### src/sv/esd_pkg.sv
// ---------------------------------------------------------------------------
// esd_pkg
// Shared types and codes of the serial escape sequence detector.
// ---------------------------------------------------------------------------
package esd_pkg;

    localparam logic [1:0] OP_BYTE  = 2'd0;
    localparam logic [1:0] OP_TICK  = 2'd1;
    localparam logic [1:0] OP_LEAVE = 2'd2;

    localparam logic [1:0] KIND_DATA  = 2'd0;
    localparam logic [1:0] KIND_CMD   = 2'd1;
    localparam logic [1:0] KIND_ENTER = 2'd2;
    localparam logic [1:0] KIND_LEAVE = 2'd3;

    localparam logic [2:0] REG_MARKER_CHAR  = 3'd0;
    localparam logic [2:0] REG_MARKER_COUNT = 3'd1;
    localparam logic [2:0] REG_GUARD        = 3'd2;
    localparam logic [2:0] REG_INTER_MARKER = 3'd3;
    localparam logic [2:0] REG_CMD_IDLE     = 3'd4;

    // One queued job: a run of repeated marker bytes, then an optional tail result.
    typedef struct packed {
        logic [3:0] rep;
        logic [7:0] mbyte;
        logic       tail_v;
        logic [1:0] tail_kind;
        logic [7:0] tail_byte;
    } job_t;

endpackage

### src/sv/esd_front.sv
// ---------------------------------------------------------------------------
// esd_front
// Configuration registers, escape state machine and job classification.
// ---------------------------------------------------------------------------
module esd_front (
    input  logic              clk,
    input  logic              rst_n,
    input  logic              in_valid,
    output logic              in_ready,
    input  logic [1:0]        op,
    input  logic [7:0]        rx_byte,
    input  logic              cfg_valid,
    input  logic [2:0]        cfg_index,
    input  logic [15:0]       cfg_data,
    input  logic              q_full,
    output logic              q_push,
    output esd_pkg::job_t     q_job
);
    import esd_pkg::*;

    typedef enum logic [4:0] {
        M_WAIT    = 5'b00001,
        M_ARMED   = 5'b00010,
        M_MARKERS = 5'b00100,
        M_CLOSING = 5'b01000,
        M_COMMAND = 5'b10000
    } mode_t;

    logic [7:0]  marker_char_reg;
    logic [3:0]  marker_count_reg;
    logic [15:0] guard_reg;
    logic [15:0] inter_reg;
    logic [15:0] cmd_idle_reg;

    mode_t       mode_reg, mode_next;
    logic [15:0] idle_reg, idle_next;
    logic [3:0]  ms_reg, ms_next;

    logic [15:0] idle_inc;
    logic [3:0]  ms_inc;
    logic        is_marker;
    logic        accept;
    job_t        job;

    assign in_ready  = !q_full;
    assign accept    = in_valid && in_ready;
    assign idle_inc  = (idle_reg == 16'hFFFF) ? idle_reg : idle_reg + 16'd1;
    assign ms_inc    = ms_reg + 4'd1;
    assign is_marker = (rx_byte == marker_char_reg);

    always_comb
    begin
        mode_next     = mode_reg;
        idle_next     = idle_reg;
        ms_next       = ms_reg;
        job.rep       = 4'd0;
        job.mbyte     = marker_char_reg;
        job.tail_v    = 1'b0;
        job.tail_kind = KIND_DATA;
        job.tail_byte = 8'd0;
        case (op)
            OP_BYTE:
            begin
                idle_next     = 16'd0;
                job.tail_byte = rx_byte;
                case (mode_reg)
                    M_WAIT:
                    begin
                        job.tail_v = 1'b1;
                    end
                    M_ARMED:
                    begin
                        if (is_marker)
                        begin
                            ms_next   = 4'd1;
                            mode_next = (marker_count_reg <= 4'd1) ? M_CLOSING : M_MARKERS;
                        end
                        else
                        begin
                            job.tail_v = 1'b1;
                            mode_next  = M_WAIT;
                            ms_next    = 4'd0;
                        end
                    end
                    M_MARKERS:
                    begin
                        if (is_marker)
                        begin
                            ms_next = ms_inc;
                            if (ms_inc >= marker_count_reg)
                            begin
                                mode_next = M_CLOSING;
                            end
                        end
                        else
                        begin
                            job.rep    = ms_reg;
                            job.tail_v = 1'b1;
                            mode_next  = M_WAIT;
                            ms_next    = 4'd0;
                        end
                    end
                    M_CLOSING:
                    begin
                        job.rep    = ms_reg;
                        job.tail_v = 1'b1;
                        mode_next  = M_WAIT;
                        ms_next    = 4'd0;
                    end
                    default:
                    begin
                        job.tail_v    = 1'b1;
                        job.tail_kind = KIND_CMD;
                    end
                endcase
            end
            OP_TICK:
            begin
                idle_next = idle_inc;
                case (mode_reg)
                    M_WAIT:
                    begin
                        if (idle_inc >= guard_reg)
                        begin
                            idle_next = 16'd0;
                            mode_next = M_ARMED;
                        end
                    end
                    M_ARMED:
                    begin
                    end
                    M_MARKERS:
                    begin
                        if (idle_inc >= inter_reg)
                        begin
                            job.rep   = ms_reg;
                            mode_next = M_WAIT;
                            ms_next   = 4'd0;
                        end
                    end
                    M_CLOSING:
                    begin
                        if (idle_inc >= guard_reg)
                        begin
                            mode_next     = M_COMMAND;
                            ms_next       = 4'd0;
                            job.tail_v    = 1'b1;
                            job.tail_kind = KIND_ENTER;
                        end
                    end
                    default:
                    begin
                        if (idle_inc >= cmd_idle_reg)
                        begin
                            job.tail_v    = 1'b1;
                            job.tail_kind = KIND_LEAVE;
                            mode_next     = M_WAIT;
                            ms_next       = 4'd0;
                        end
                    end
                endcase
            end
            OP_LEAVE:
            begin
                if (mode_reg == M_COMMAND)
                begin
                    job.tail_v    = 1'b1;
                    job.tail_kind = KIND_LEAVE;
                    mode_next     = M_WAIT;
                    ms_next       = 4'd0;
                end
            end
            default:
            begin
            end
        endcase
    end

    assign q_job  = job;
    assign q_push = accept && (job.tail_v || (job.rep != 4'd0));

    always_ff @(posedge clk or negedge rst_n)
    begin
        if (!rst_n)
        begin
            mode_reg <= M_WAIT;
            idle_reg <= 16'd0;
            ms_reg   <= 4'd0;
        end
        else if (accept)
        begin
            mode_reg <= mode_next;
            idle_reg <= idle_next;
            ms_reg   <= ms_next;
        end
    end

    always_ff @(posedge clk or negedge rst_n)
    begin
        if (!rst_n)
        begin
            marker_char_reg  <= 8'd43;
            marker_count_reg <= 4'd3;
            guard_reg        <= 16'd100;
            inter_reg        <= 16'd50;
            cmd_idle_reg     <= 16'd1000;
        end
        else if (cfg_valid)
        begin
            case (cfg_index)
                REG_MARKER_CHAR:  marker_char_reg  <= cfg_data[7:0];
                REG_MARKER_COUNT: marker_count_reg <= cfg_data[3:0];
                REG_GUARD:        guard_reg        <= cfg_data;
                REG_INTER_MARKER: inter_reg        <= cfg_data;
                REG_CMD_IDLE:     cmd_idle_reg     <= cfg_data;
                default:
                begin
                end
            endcase
        end
    end

endmodule

### src/sv/esd_queue.sv
// ---------------------------------------------------------------------------
// esd_queue
// Two-entry job queue between the front and back halves.
// ---------------------------------------------------------------------------
module esd_queue (
    input  logic          clk,
    input  logic          rst_n,
    input  logic          push,
    input  esd_pkg::job_t push_job,
    output logic          full,
    input  logic          pop,
    output logic          empty,
    output esd_pkg::job_t head_job
);
    import esd_pkg::*;

    job_t       slot_reg [2];
    logic       wr_ptr_reg;
    logic       rd_ptr_reg;
    logic [1:0] cnt_reg, cnt_next;
    logic       do_push;
    logic       do_pop;

    assign full     = (cnt_reg == 2'd2);
    assign empty    = (cnt_reg == 2'd0);
    assign do_push  = push && !full;
    assign do_pop   = pop && !empty;
    assign head_job = slot_reg[rd_ptr_reg];

    always_comb
    begin
        cnt_next = cnt_reg;
        if (do_push && !do_pop)
        begin
            cnt_next = cnt_reg + 2'd1;
        end
        else if (do_pop && !do_push)
        begin
            cnt_next = cnt_reg - 2'd1;
        end
    end

    always_ff @(posedge clk or negedge rst_n)
    begin
        if (!rst_n)
        begin
            wr_ptr_reg <= 1'b0;
            rd_ptr_reg <= 1'b0;
            cnt_reg    <= 2'd0;
        end
        else
        begin
            cnt_reg <= cnt_next;
            if (do_push)
            begin
                wr_ptr_reg <= !wr_ptr_reg;
            end
            if (do_pop)
            begin
                rd_ptr_reg <= !rd_ptr_reg;
            end
        end
    end

    always_ff @(posedge clk)
    begin
        if (do_push)
        begin
            slot_reg[wr_ptr_reg] <= push_job;
        end
    end

endmodule

### src/sv/esd_back.sv
// ---------------------------------------------------------------------------
// esd_back
// Expands queued jobs into result beats through an output register.
// ---------------------------------------------------------------------------
module esd_back (
    input  logic          clk,
    input  logic          rst_n,
    input  logic          q_empty,
    input  esd_pkg::job_t q_head,
    output logic          q_pop,
    output logic          out_valid,
    input  logic          out_ready,
    output logic [1:0]    kind,
    output logic [7:0]    out_byte,
    output logic          last
);
    import esd_pkg::*;

    logic       busy_reg;
    job_t       job_reg;
    logic       out_valid_reg;
    logic [1:0] kind_reg;
    logic [7:0] byte_reg;
    logic       last_reg;
    logic       slot_free;
    logic       emit;
    logic       emit_rep;
    logic       emit_last;

    assign q_pop     = !busy_reg && !q_empty;
    assign slot_free = !out_valid_reg || out_ready;
    assign emit      = busy_reg && slot_free;
    assign emit_rep  = (job_reg.rep != 4'd0);
    // final beat: tail, or the last marker when there is no tail
    assign emit_last = emit_rep ? ((job_reg.rep == 4'd1) && !job_reg.tail_v) : 1'b1;

    always_ff @(posedge clk or negedge rst_n)
    begin
        if (!rst_n)
        begin
            busy_reg      <= 1'b0;
            out_valid_reg <= 1'b0;
        end
        else
        begin
            if (q_pop)
            begin
                busy_reg <= 1'b1;
            end
            else if (emit && emit_last)
            begin
                busy_reg <= 1'b0;
            end
            if (emit)
            begin
                out_valid_reg <= 1'b1;
            end
            else if (out_ready)
            begin
                out_valid_reg <= 1'b0;
            end
        end
    end

    always_ff @(posedge clk)
    begin
        if (q_pop)
        begin
            job_reg <= q_head;
        end
        else if (emit && emit_rep)
        begin
            job_reg.rep <= job_reg.rep - 4'd1;
        end
        if (emit)
        begin
            kind_reg <= emit_rep ? KIND_DATA : job_reg.tail_kind;
            byte_reg <= emit_rep ? job_reg.mbyte : job_reg.tail_byte;
            last_reg <= emit_last;
        end
    end

    assign out_valid = out_valid_reg;
    assign kind      = kind_reg;
    assign out_byte  = byte_reg;
    assign last      = last_reg;

endmodule

### src/sv/serial_escape_sequence_detector.sv
// ---------------------------------------------------------------------------
// serial_escape_sequence_detector
// Guard-time escape detector: data pass-through, marker run, command mode.
// ---------------------------------------------------------------------------
// The front half takes one item per cycle while the two-entry job queue has
// room; items that produce no result are taken there too but push no job.
// The back half loads a job from the queue and then sends its result beats
// through the output register, holding each while out_ready is low. An item
// has 0 to 16 results (up to fifteen released markers plus the breaking byte).
// Bursts are set by the back half; the queue lets the front keep accepting
// ticks meanwhile. Configuration writes are taken every cycle (cfg_ready is
// tied high) and must only happen while the block is idle.
module serial_escape_sequence_detector (
    input  logic        clk,
    input  logic        rst_n,
    input  logic        in_valid,
    output logic        in_ready,
    input  logic [1:0]  op,
    input  logic [7:0]  rx_byte,
    output logic        out_valid,
    input  logic        out_ready,
    output logic [1:0]  kind,
    output logic [7:0]  out_byte,
    output logic        last,
    input  logic        cfg_valid,
    output logic        cfg_ready,
    input  logic [2:0]  cfg_index,
    input  logic [15:0] cfg_data
);
    import esd_pkg::*;

    logic q_full;
    logic q_push;
    logic q_pop;
    logic q_empty;
    job_t q_job;
    job_t q_head;

    assign cfg_ready = 1'b1;

    esd_front u_front (
        .clk       (clk),
        .rst_n     (rst_n),
        .in_valid  (in_valid),
        .in_ready  (in_ready),
        .op        (op),
        .rx_byte   (rx_byte),
        .cfg_valid (cfg_valid),
        .cfg_index (cfg_index),
        .cfg_data  (cfg_data),
        .q_full    (q_full),
        .q_push    (q_push),
        .q_job     (q_job)
    );

    esd_queue u_queue (
        .clk      (clk),
        .rst_n    (rst_n),
        .push     (q_push),
        .push_job (q_job),
        .full     (q_full),
        .pop      (q_pop),
        .empty    (q_empty),
        .head_job (q_head)
    );

    esd_back u_back (
        .clk       (clk),
        .rst_n     (rst_n),
        .q_empty   (q_empty),
        .q_head    (q_head),
        .q_pop     (q_pop),
        .out_valid (out_valid),
        .out_ready (out_ready),
        .kind      (kind),
        .out_byte  (out_byte),
        .last      (last)
    );

endmodule

### config.mk
export PLATFORM = sky130hd
export DESIGN_NAME = serial_escape_sequence_detector
export DESIGN_NICKNAME = d
export VERILOG_FILES = /design/src/sv/esd_pkg.sv /design/src/sv/esd_front.sv /design/src/sv/esd_queue.sv /design/src/sv/esd_back.sv /design/src/sv/serial_escape_sequence_detector.sv
export SDC_FILE = /design/constraint.sdc
export NUM_CORES = 1
export LEC_CHECK = 0
export ABC_AREA = 1
export BUFFER_PORTS_ARGS = -buffer_cell sky130_fd_sc_hd__buf_2
export CORE_ASPECT_RATIO = 1.4
export CORE_MARGIN = 2
export CORE_UTILIZATION = 25
export CTS_CLUSTER_DIAMETER = 30
export DETAILED_ROUTE_END_ITERATION = 10
export PLACE_DENSITY = 0.36
export SLEW_MARGIN = 40
export SYNTH_ARGS = -nofsm -noshare
export SYNTH_HDL_FRONTEND = slang
export SYNTH_SLANG_ARGS = --single-unit
### constraint.sdc
create_clock -name clk -period 4.35 [get_ports clk]
set_input_delay 0.2175 -clock clk [delete_from_list [all_inputs] [get_ports clk]]
set_output_delay 0.2175 -clock clk [all_outputs]
set_load 0.005 [all_outputs]
## After elaboration in Yosys (flattened, before gate mapping)

Memory sizes are Yosys's and may differ from the RTL's.
Index checks and enable logic that the tools add are counted.

| word-level totals | value |
|---|---|
| output and inout bits | 14 |
| input bits | 34 |
| bits in latches | 0 |
| bits in writable memories | 46 |
| register bits | 125 |
| word-level logic and storage cells | 153 |
| memories kept | 1 |
| ROM bits | 0 |

Memory list:

| memory | words | width | read ports | clocked after memory_dff | write ports | RTL line | source |
|---|---|---|---|---|---|---|---|
| u_queue.slot_reg | 2 | 23 | 1 | 0 | 1 | esd_queue.sv:17 | `job_t slot_reg [2];` |

| operators by class | value |
|---|---|
| divide/modulo/power cells | 0 |
| order comparisons | 5 |
| bitwise logic cells | 0 |
| reduce and logical (&&, ||, !) cells | 45 |
| multiply operators | 0 |
| equality and inequality tests | 25 |
| add/subtract/negate cells | 5 |
| multiplexer cells | 51 |
| shift operators | 0 |

Operators with widths:

| kind | count |
|---|---|
| 16-bit greater-or-equal comparator | 3 |
| 16-bit 2-to-1 mux | 3 |
| 4-bit 2-to-1 mux | 11 |
| 5-bit 2-to-1 mux | 8 |
| 4-bit one-hot mux with 3 select lines | 3 |
| 16-bit one-hot mux with 2 select lines | 1 |
| 5-bit one-hot mux with 3 select lines | 2 |
| 5-bit one-hot mux with 4 select lines | 1 |
| 16-bit by 1-bit adder with 16-bit output, second input constant | 1 |
| 16-bit == test, second input constant | 1 |
| 8-bit 2-to-1 mux | 2 |
| 4-bit one-hot mux with 2 select lines | 2 |
| 2-bit AND reduction | 6 |
| 1-bit logical AND | 11 |
| 1-bit 2-to-1 mux | 11 |
| 10-bit AND reduction | 1 |
| 2-bit nonzero test | 5 |
| 1-bit zero test | 9 |
| 3-bit 2-to-1 mux | 3 |
| 3-bit by 2-bit inequality test with 1-bit output, second input constant | 3 |
| 3-bit one-hot mux with 3 select lines | 1 |
| 8-bit == test | 1 |
| 4-bit inequality test, second input constant | 2 |
| 8-bit AND reduction | 1 |
| 31 further kinds | 39 |

## Logic depth before layout (Yosys ltp)

| logic depth | value |
|---|---|
| word-level depth | 14 |
| gate-level depth with buffers | 29 |
| mapped depth without buffers | 29 |

## Modules after synthesis

Synthesis repeated with hierarchy kept, for this count alone.

| second synthesis, totals | value |
|---|---|
| cells, all modules | 1030 |
| area total of the unflattened synthesis | 8988.6 µm² |

By module, submodules not included:

| module | sequential area each (µm²) | cells each | area each (µm²) | instances |
|---|---|---|---|---|
| esd_front | 2150.8 | 771 | 5683.0 | 1 |
| esd_queue | 1481.4 | 152 | 1909.3 | 1 |
| esd_back | 1071.0 | 105 | 1385.1 | 1 |
| serial_escape_sequence_detector | 0.0 | 2 | 11.3 | 1 |

## Worst setup path before layout

OpenSTA, ideal clock, no wires.

| path | value |
|---|---|
| kind | reg2reg |
| start point | reg u_front.idle_reg[0] |
| end point | mem u_queue.slot_reg[1][0] (netlist bit) (enable) |
| period minus slack after synthesis | 3.980 ns |
| buffers on the path | 0 |
| required time | 3.947 ns |
| arrival | 3.577 ns |
| slack | 0.370 ns |
| setup time | 0.403 ns |
| stages on the path, launching flop included | 26 |
| path through | dfrtp_1 ha_1 nand3_2 nor3_4 nand3_4 nor2_8 nand4_4 nand3_2 nor2_1 nand2_1 nand2_1 ha_1 nand2_1 inv_1 nand2_1 nor2_1 nor2_1 nand2_1 nand2_1 nand2_1 nand2_1 nand4_1 nand2_1 nand2_1 nand2_1 nor2_1 |

| on the way | value |
|---|---|
| longest elaborated chain between the ends | 12 |
| elaborated cells on any way between the ends | 19 |
| classes of those cells | add/sub: 1; order compare: 3; eq/ne: 1; mux: 10; reduce/logical: 4 |

RTL lines:

| element | RTL line | source |
|---|---|---|
| start: declaration | esd_front.sv:36 | `logic [15:0] idle_reg, idle_next;` |
| start signal: assignment | esd_front.sv:193 | `idle_reg <= idle_next;` |
| 16-bit by 1-bit adder with 16-bit output or 16-bit == test (tied branches) | esd_front.sv:47 | `assign idle_inc = (idle_reg == 16'hFFFF) ? idle_reg : idle_reg + 16'd1;` |
| 16-bit 2-to-1 mux * | esd_front.sv:47 |  |
| 16-bit greater-or-equal comparator | esd_front.sv:134 | `if (idle_inc >= inter_reg)` |
| 4-bit 2-to-1 mux | esd_front.sv:134 |  |
| 4-bit 2-to-1 mux | esd_front.sv:120 | `case (mode_reg)` |
| 4-bit one-hot mux with 2 select lines | esd_front.sv:61 | `case (op)` |
| 4-bit nonzero test | esd_front.sv:180 | `assign q_push = accept && (job.tail_v \|\| (job.rep != 4'd0));` |
| 1-bit logical OR * | esd_front.sv:180 |  |
| 1-bit logical AND * | esd_front.sv:180 |  |
| 1-bit logical AND * | esd_queue.sv:26 | `assign do_push = push && !full;` |
| 1-bit 2-to-1 mux * | esd_queue.sv:67 | `if (do_push)` |
| 1-bit 2-to-1 mux (not written as such) * | esd_queue.sv:69 | `slot_reg[wr_ptr_reg] <= push_job;` |
| end: declaration | esd_queue.sv:17 |  |

Mark *: on every way between the ends. The rest lies on a longest branch, timed or not.

## Worst setup path after layout

| path | value |
|---|---|
| start point | reg u_front.idle_reg[1] |
| end point | reg u_queue.cnt_reg[1] |

| on the way | value |
|---|---|
| longest elaborated chain between the ends | 13 |
| elaborated cells on any way between the ends | 22 |
| classes of those cells | add/sub: 1; order compare: 3; eq/ne: 1; mux: 9; reduce/logical: 8 |

RTL lines:

| element | RTL line | source |
|---|---|---|
| 16-bit by 1-bit adder with 16-bit output or 16-bit == test (tied branches) | esd_front.sv:47 |  |
| 16-bit 2-to-1 mux * | esd_front.sv:47 |  |
| 16-bit greater-or-equal comparator | esd_front.sv:134 |  |
| 4-bit 2-to-1 mux | esd_front.sv:134 |  |
| 4-bit 2-to-1 mux | esd_front.sv:120 |  |
| 4-bit one-hot mux with 2 select lines | esd_front.sv:61 |  |
| 4-bit nonzero test | esd_front.sv:180 |  |
| 1-bit logical OR * | esd_front.sv:180 |  |
| 1-bit logical AND * | esd_front.sv:180 |  |
| 1-bit logical AND * | esd_queue.sv:26 |  |
| named net u_queue.do_push | esd_queue.sv:21 | `logic do_push;` |
| 1-bit zero test | esd_queue.sv:37 | `else if (do_pop && !do_push)` |
| 1-bit logical AND | esd_queue.sv:37 |  |
| 2-bit nonzero test (no source line) | -- |  |
| end signal: assignment | esd_queue.sv:53 | `cnt_reg <= cnt_next;` |
| end: declaration | esd_queue.sv:20 | `logic [1:0] cnt_reg, cnt_next;` |

Mark *: on every way through the listed nets, which the timed path passes. The rest lies on a longest branch.
A chain may end at the register's enable or synchronous reset.

==> metrics.txt <==
Setup TNS 0 ps; Yosys reg bits 171; Tot GR Track Use 12.9%; dpl cells 1500; R2R setup slack 360 ps; Seq/Total Area, Yosys 52.7%; fin crit period 3990 ps; total die area 0.0373 mm²; number of port buffers 46; startpoint of the worst-slack reg-to-reg timing path u_front.idle_reg[1]$_DFFE_PN0P_; Hold Vio Cnt, Final 0; RSZ-0062 raised after global routing false; max cap viols 0; number of global-route vias before repair 6579; Synthesis Warnings 0; hold_ws 25.5 ps; Post-synth EDFFs 80; CTS max path bufs 2; hpwl dp 16.6 mm; Crit path required time 4680 ps; Die Span Y 228 µm; DRT antenna net count 0; detailed-route via count 6432; Synth cell types 47; Worst EP arrival 4320 ps; Post-synth ARST share 53.2%; sum of buffers and inverters on the critical path 3; CP max-delay cell dfrtp_1; Via density 4.18; Hold Crit Class in2reg; P_leak 5.05 nW; Critical Path Start Type flip-flop; core area 0.0351 mm²; Root Buffer clkbuf_16; Clock Sinks 171; initial core utilization 25.5%; post-synth top area share 26.9%; Final setup viols 0; routed len/inst 14.5 µm; Finished Core Util 30.2%; CP top delay family simple AND/OR/NAND/NOR gates; area grow syn2layout 18.7%; pin slew with the least headroom to its limit 642 ps; fmax 250 MHz; DR iter-0 viols 271; outcome finished clean; fillers 3851; Max VDD drop 232 µV; crit path from u_front.idle_reg[1]$_DFFE_PN0P_; initial antenna violation count 0; Detailed Route WL 22.4 mm; Nets 1166; FP Rows 81; skew final 15.6 ps; Non-Filler Instances 1540; GP Congestion 0.750; Setup Crit Path Kind reg2reg; Num CTS Buffers 17; syn nets 1095; layout cells sized above 1 15.3%; grt total ovfl 0; first-pass GRT wire length 36.1 mm; Yosys top cell by area edfxtp_1; CTS H-tree lvls 4; max_slew headroom 57.2%; CP Capture Type flip-flop; max reg flops 46; Inserted Diodes 0; TritonRoute pass-1 iters 4; Slew Limit Fails 0; Post-Syn Area 0.00893 mm²; worst slack, placed 74.1 ps; Syn Inst Count 1000; Mapped Avg Cell Area 8.93 µm²; Max FO, Critical Path 6; Ports 48; period utilization 91.8%; CP peak stage delay 390 ps; Top FF cell, synth edfxtp_1; Die W 164 µm; latest clock arrival within the worst-skew pair 460 ps; clock-pin slew on the worst setup and hold paths 80 ps; largest net degree at the start of global routing 60; total power divided by cell area 535 mW/mm²; CTS tree built; largest cells by area after synthesis edfxtp_1 (27%), dfrtp_1 (20%), nand2_1 (12%), ha_1 (8.5%), inv_1 (6.8%); Final WS setup 355 ps; Hold Path Origin cfg_data[8]; number of remaining DRC errors 0
[worst register-to-register path, delay by kind of cell (launching register included)]
family | cells | cell delay [ps]
flip-flops | 1 | 390
AO/OA/AOI/OAI | 5 | 590
XOR/XNOR | 1 | 150
adder cells (fa/ha/maj) | 3 | 800
AND/OR/NAND/NOR | 13 | 1550
buffers and inverters | 3 | 370
[logic make-up (layout without fill, tap and decap cells)]
family / Yosys count / after routing / share of synthesized area (%)
simple gates: 426 / 426 / 20.8
fa+ha+maj: 61 / 61 / 8.55
other cells: 1 / 1 / 0.0420
buf+inv: 183 / 267 / 7.76
compound gates: 142 / 142 / 8.39
xor+xnor: 16 / 16 / 1.74
flops: 171 / 171 / 52.7
[where the power goes]
group / internal [mW] / total (mW) / leakage (nW) / switching (mW)
Clock: 0.919 / 1.63 / 0.296 / 0.712
Sequential: 2.08 / 2.29 / 1.87 / 0.204
Combinational: 0.643 / 1.75 / 2.88 / 1.11
Total: 3.64 / 5.67 / 5.05 / 2.02
[layer usage]
metal | share of wire (%) | wire length, µm | vias to the layer above | global-route usage [%]
met5 | 0 | 0 | - | 0
met4 | 1.3 | 287 | 0 | 4.27
met3 | 2.8 | 618 | 16 | 2.79
met2 | 54 | 12000 | 87 | 24.4
met1 | 42 | 9490 | 2962 | 14.1
li1 | - | - | 3367 | -
[synth_stat cells (9+ instances only)]
master,n
ha_1,61
a21oi_1,27
nand2_1,297
dfrtp_1,72
xor2_1,9
nand3_1,23
inv_1,161
nor3_1,15
nor2_1,53
dfstp_2,19
o21ai_0,90
nand4_1,10
edfxtp_1,80
clkbuf_1,17
[metrics by stage]
step / area [µm²] / total power, mW
floorplan: 8930 / 3.46
detailed placement: 9830 / 4.07
global placement: 9820 / 4.07
global route: 10600 / 6.14
CTS: 10500 / 5.74
finish: 10600 / 5.67
[path summary, 6_finish.rpt]
| check | cells after the start | endpoint |
|---|---|---|
| max | 25 | u_queue.cnt_reg[1]$_DFFE_PN0P_ |
| min | 3 | u_front.cmd_idle_reg[8]$_DFFE_PN1P_ |
| max reg2reg | 25 | u_queue.cnt_reg[1]$_DFFE_PN0P_ |
| min reg2reg | 1 | u_queue.cnt_reg[0]$_DFFE_PN0P_ |
| max in group asynchronous | 3 | u_queue.rd_ptr_reg$_DFFE_PN0P_ |
| min in group asynchronous | 2 | u_front.cmd_idle_reg[15]$_DFFE_PN0P_ |
[layout by cell type (no fill, tap or decap), types with 4 or more instances in the layout]
master	instances
xor2_1	8
buf_2	45
clkbuf_16	17
o21ai_0	89
buf_4	23
nand4_1	10
a21oi_2	5
dfrtp_1	71
nand3_2	4
a21oi_1	21
nand3_1	21
o21ai_1	7
nor2_1	49
ha_1	58
dfstp_2	19
inv_6	5
xnor2_1	5
nand2_1	293
edfxtp_1	80
nor3_1	15
nand2_2	7
o22ai_1	6
inv_1	161
nor2_2	7
[area by class of cell]
class | instances | area, µm² | area share (%)
multi-input cells | 646 | 3640 | 34.3
well taps | 456 | 571 | 5.38
clock buffers | 18 | 429 | 4.05
clock inverters | 14 | 185 | 1.75
flip-flops and latches | 171 | 4700 | 44.4
inverters | 163 | 612 | 5.77
repair buffers | 72 | 459 | 4.33
[timing repair]
action / CTS / global route
setup buffers: 0 / 7
hold endpoints to repair: 42 / 0
setup endpoints to repair: 0 / 1
resized for setup: 0 / 19
hold buffers: 1 / 0
Note: power is estimated with default switching activity, not from simulation.
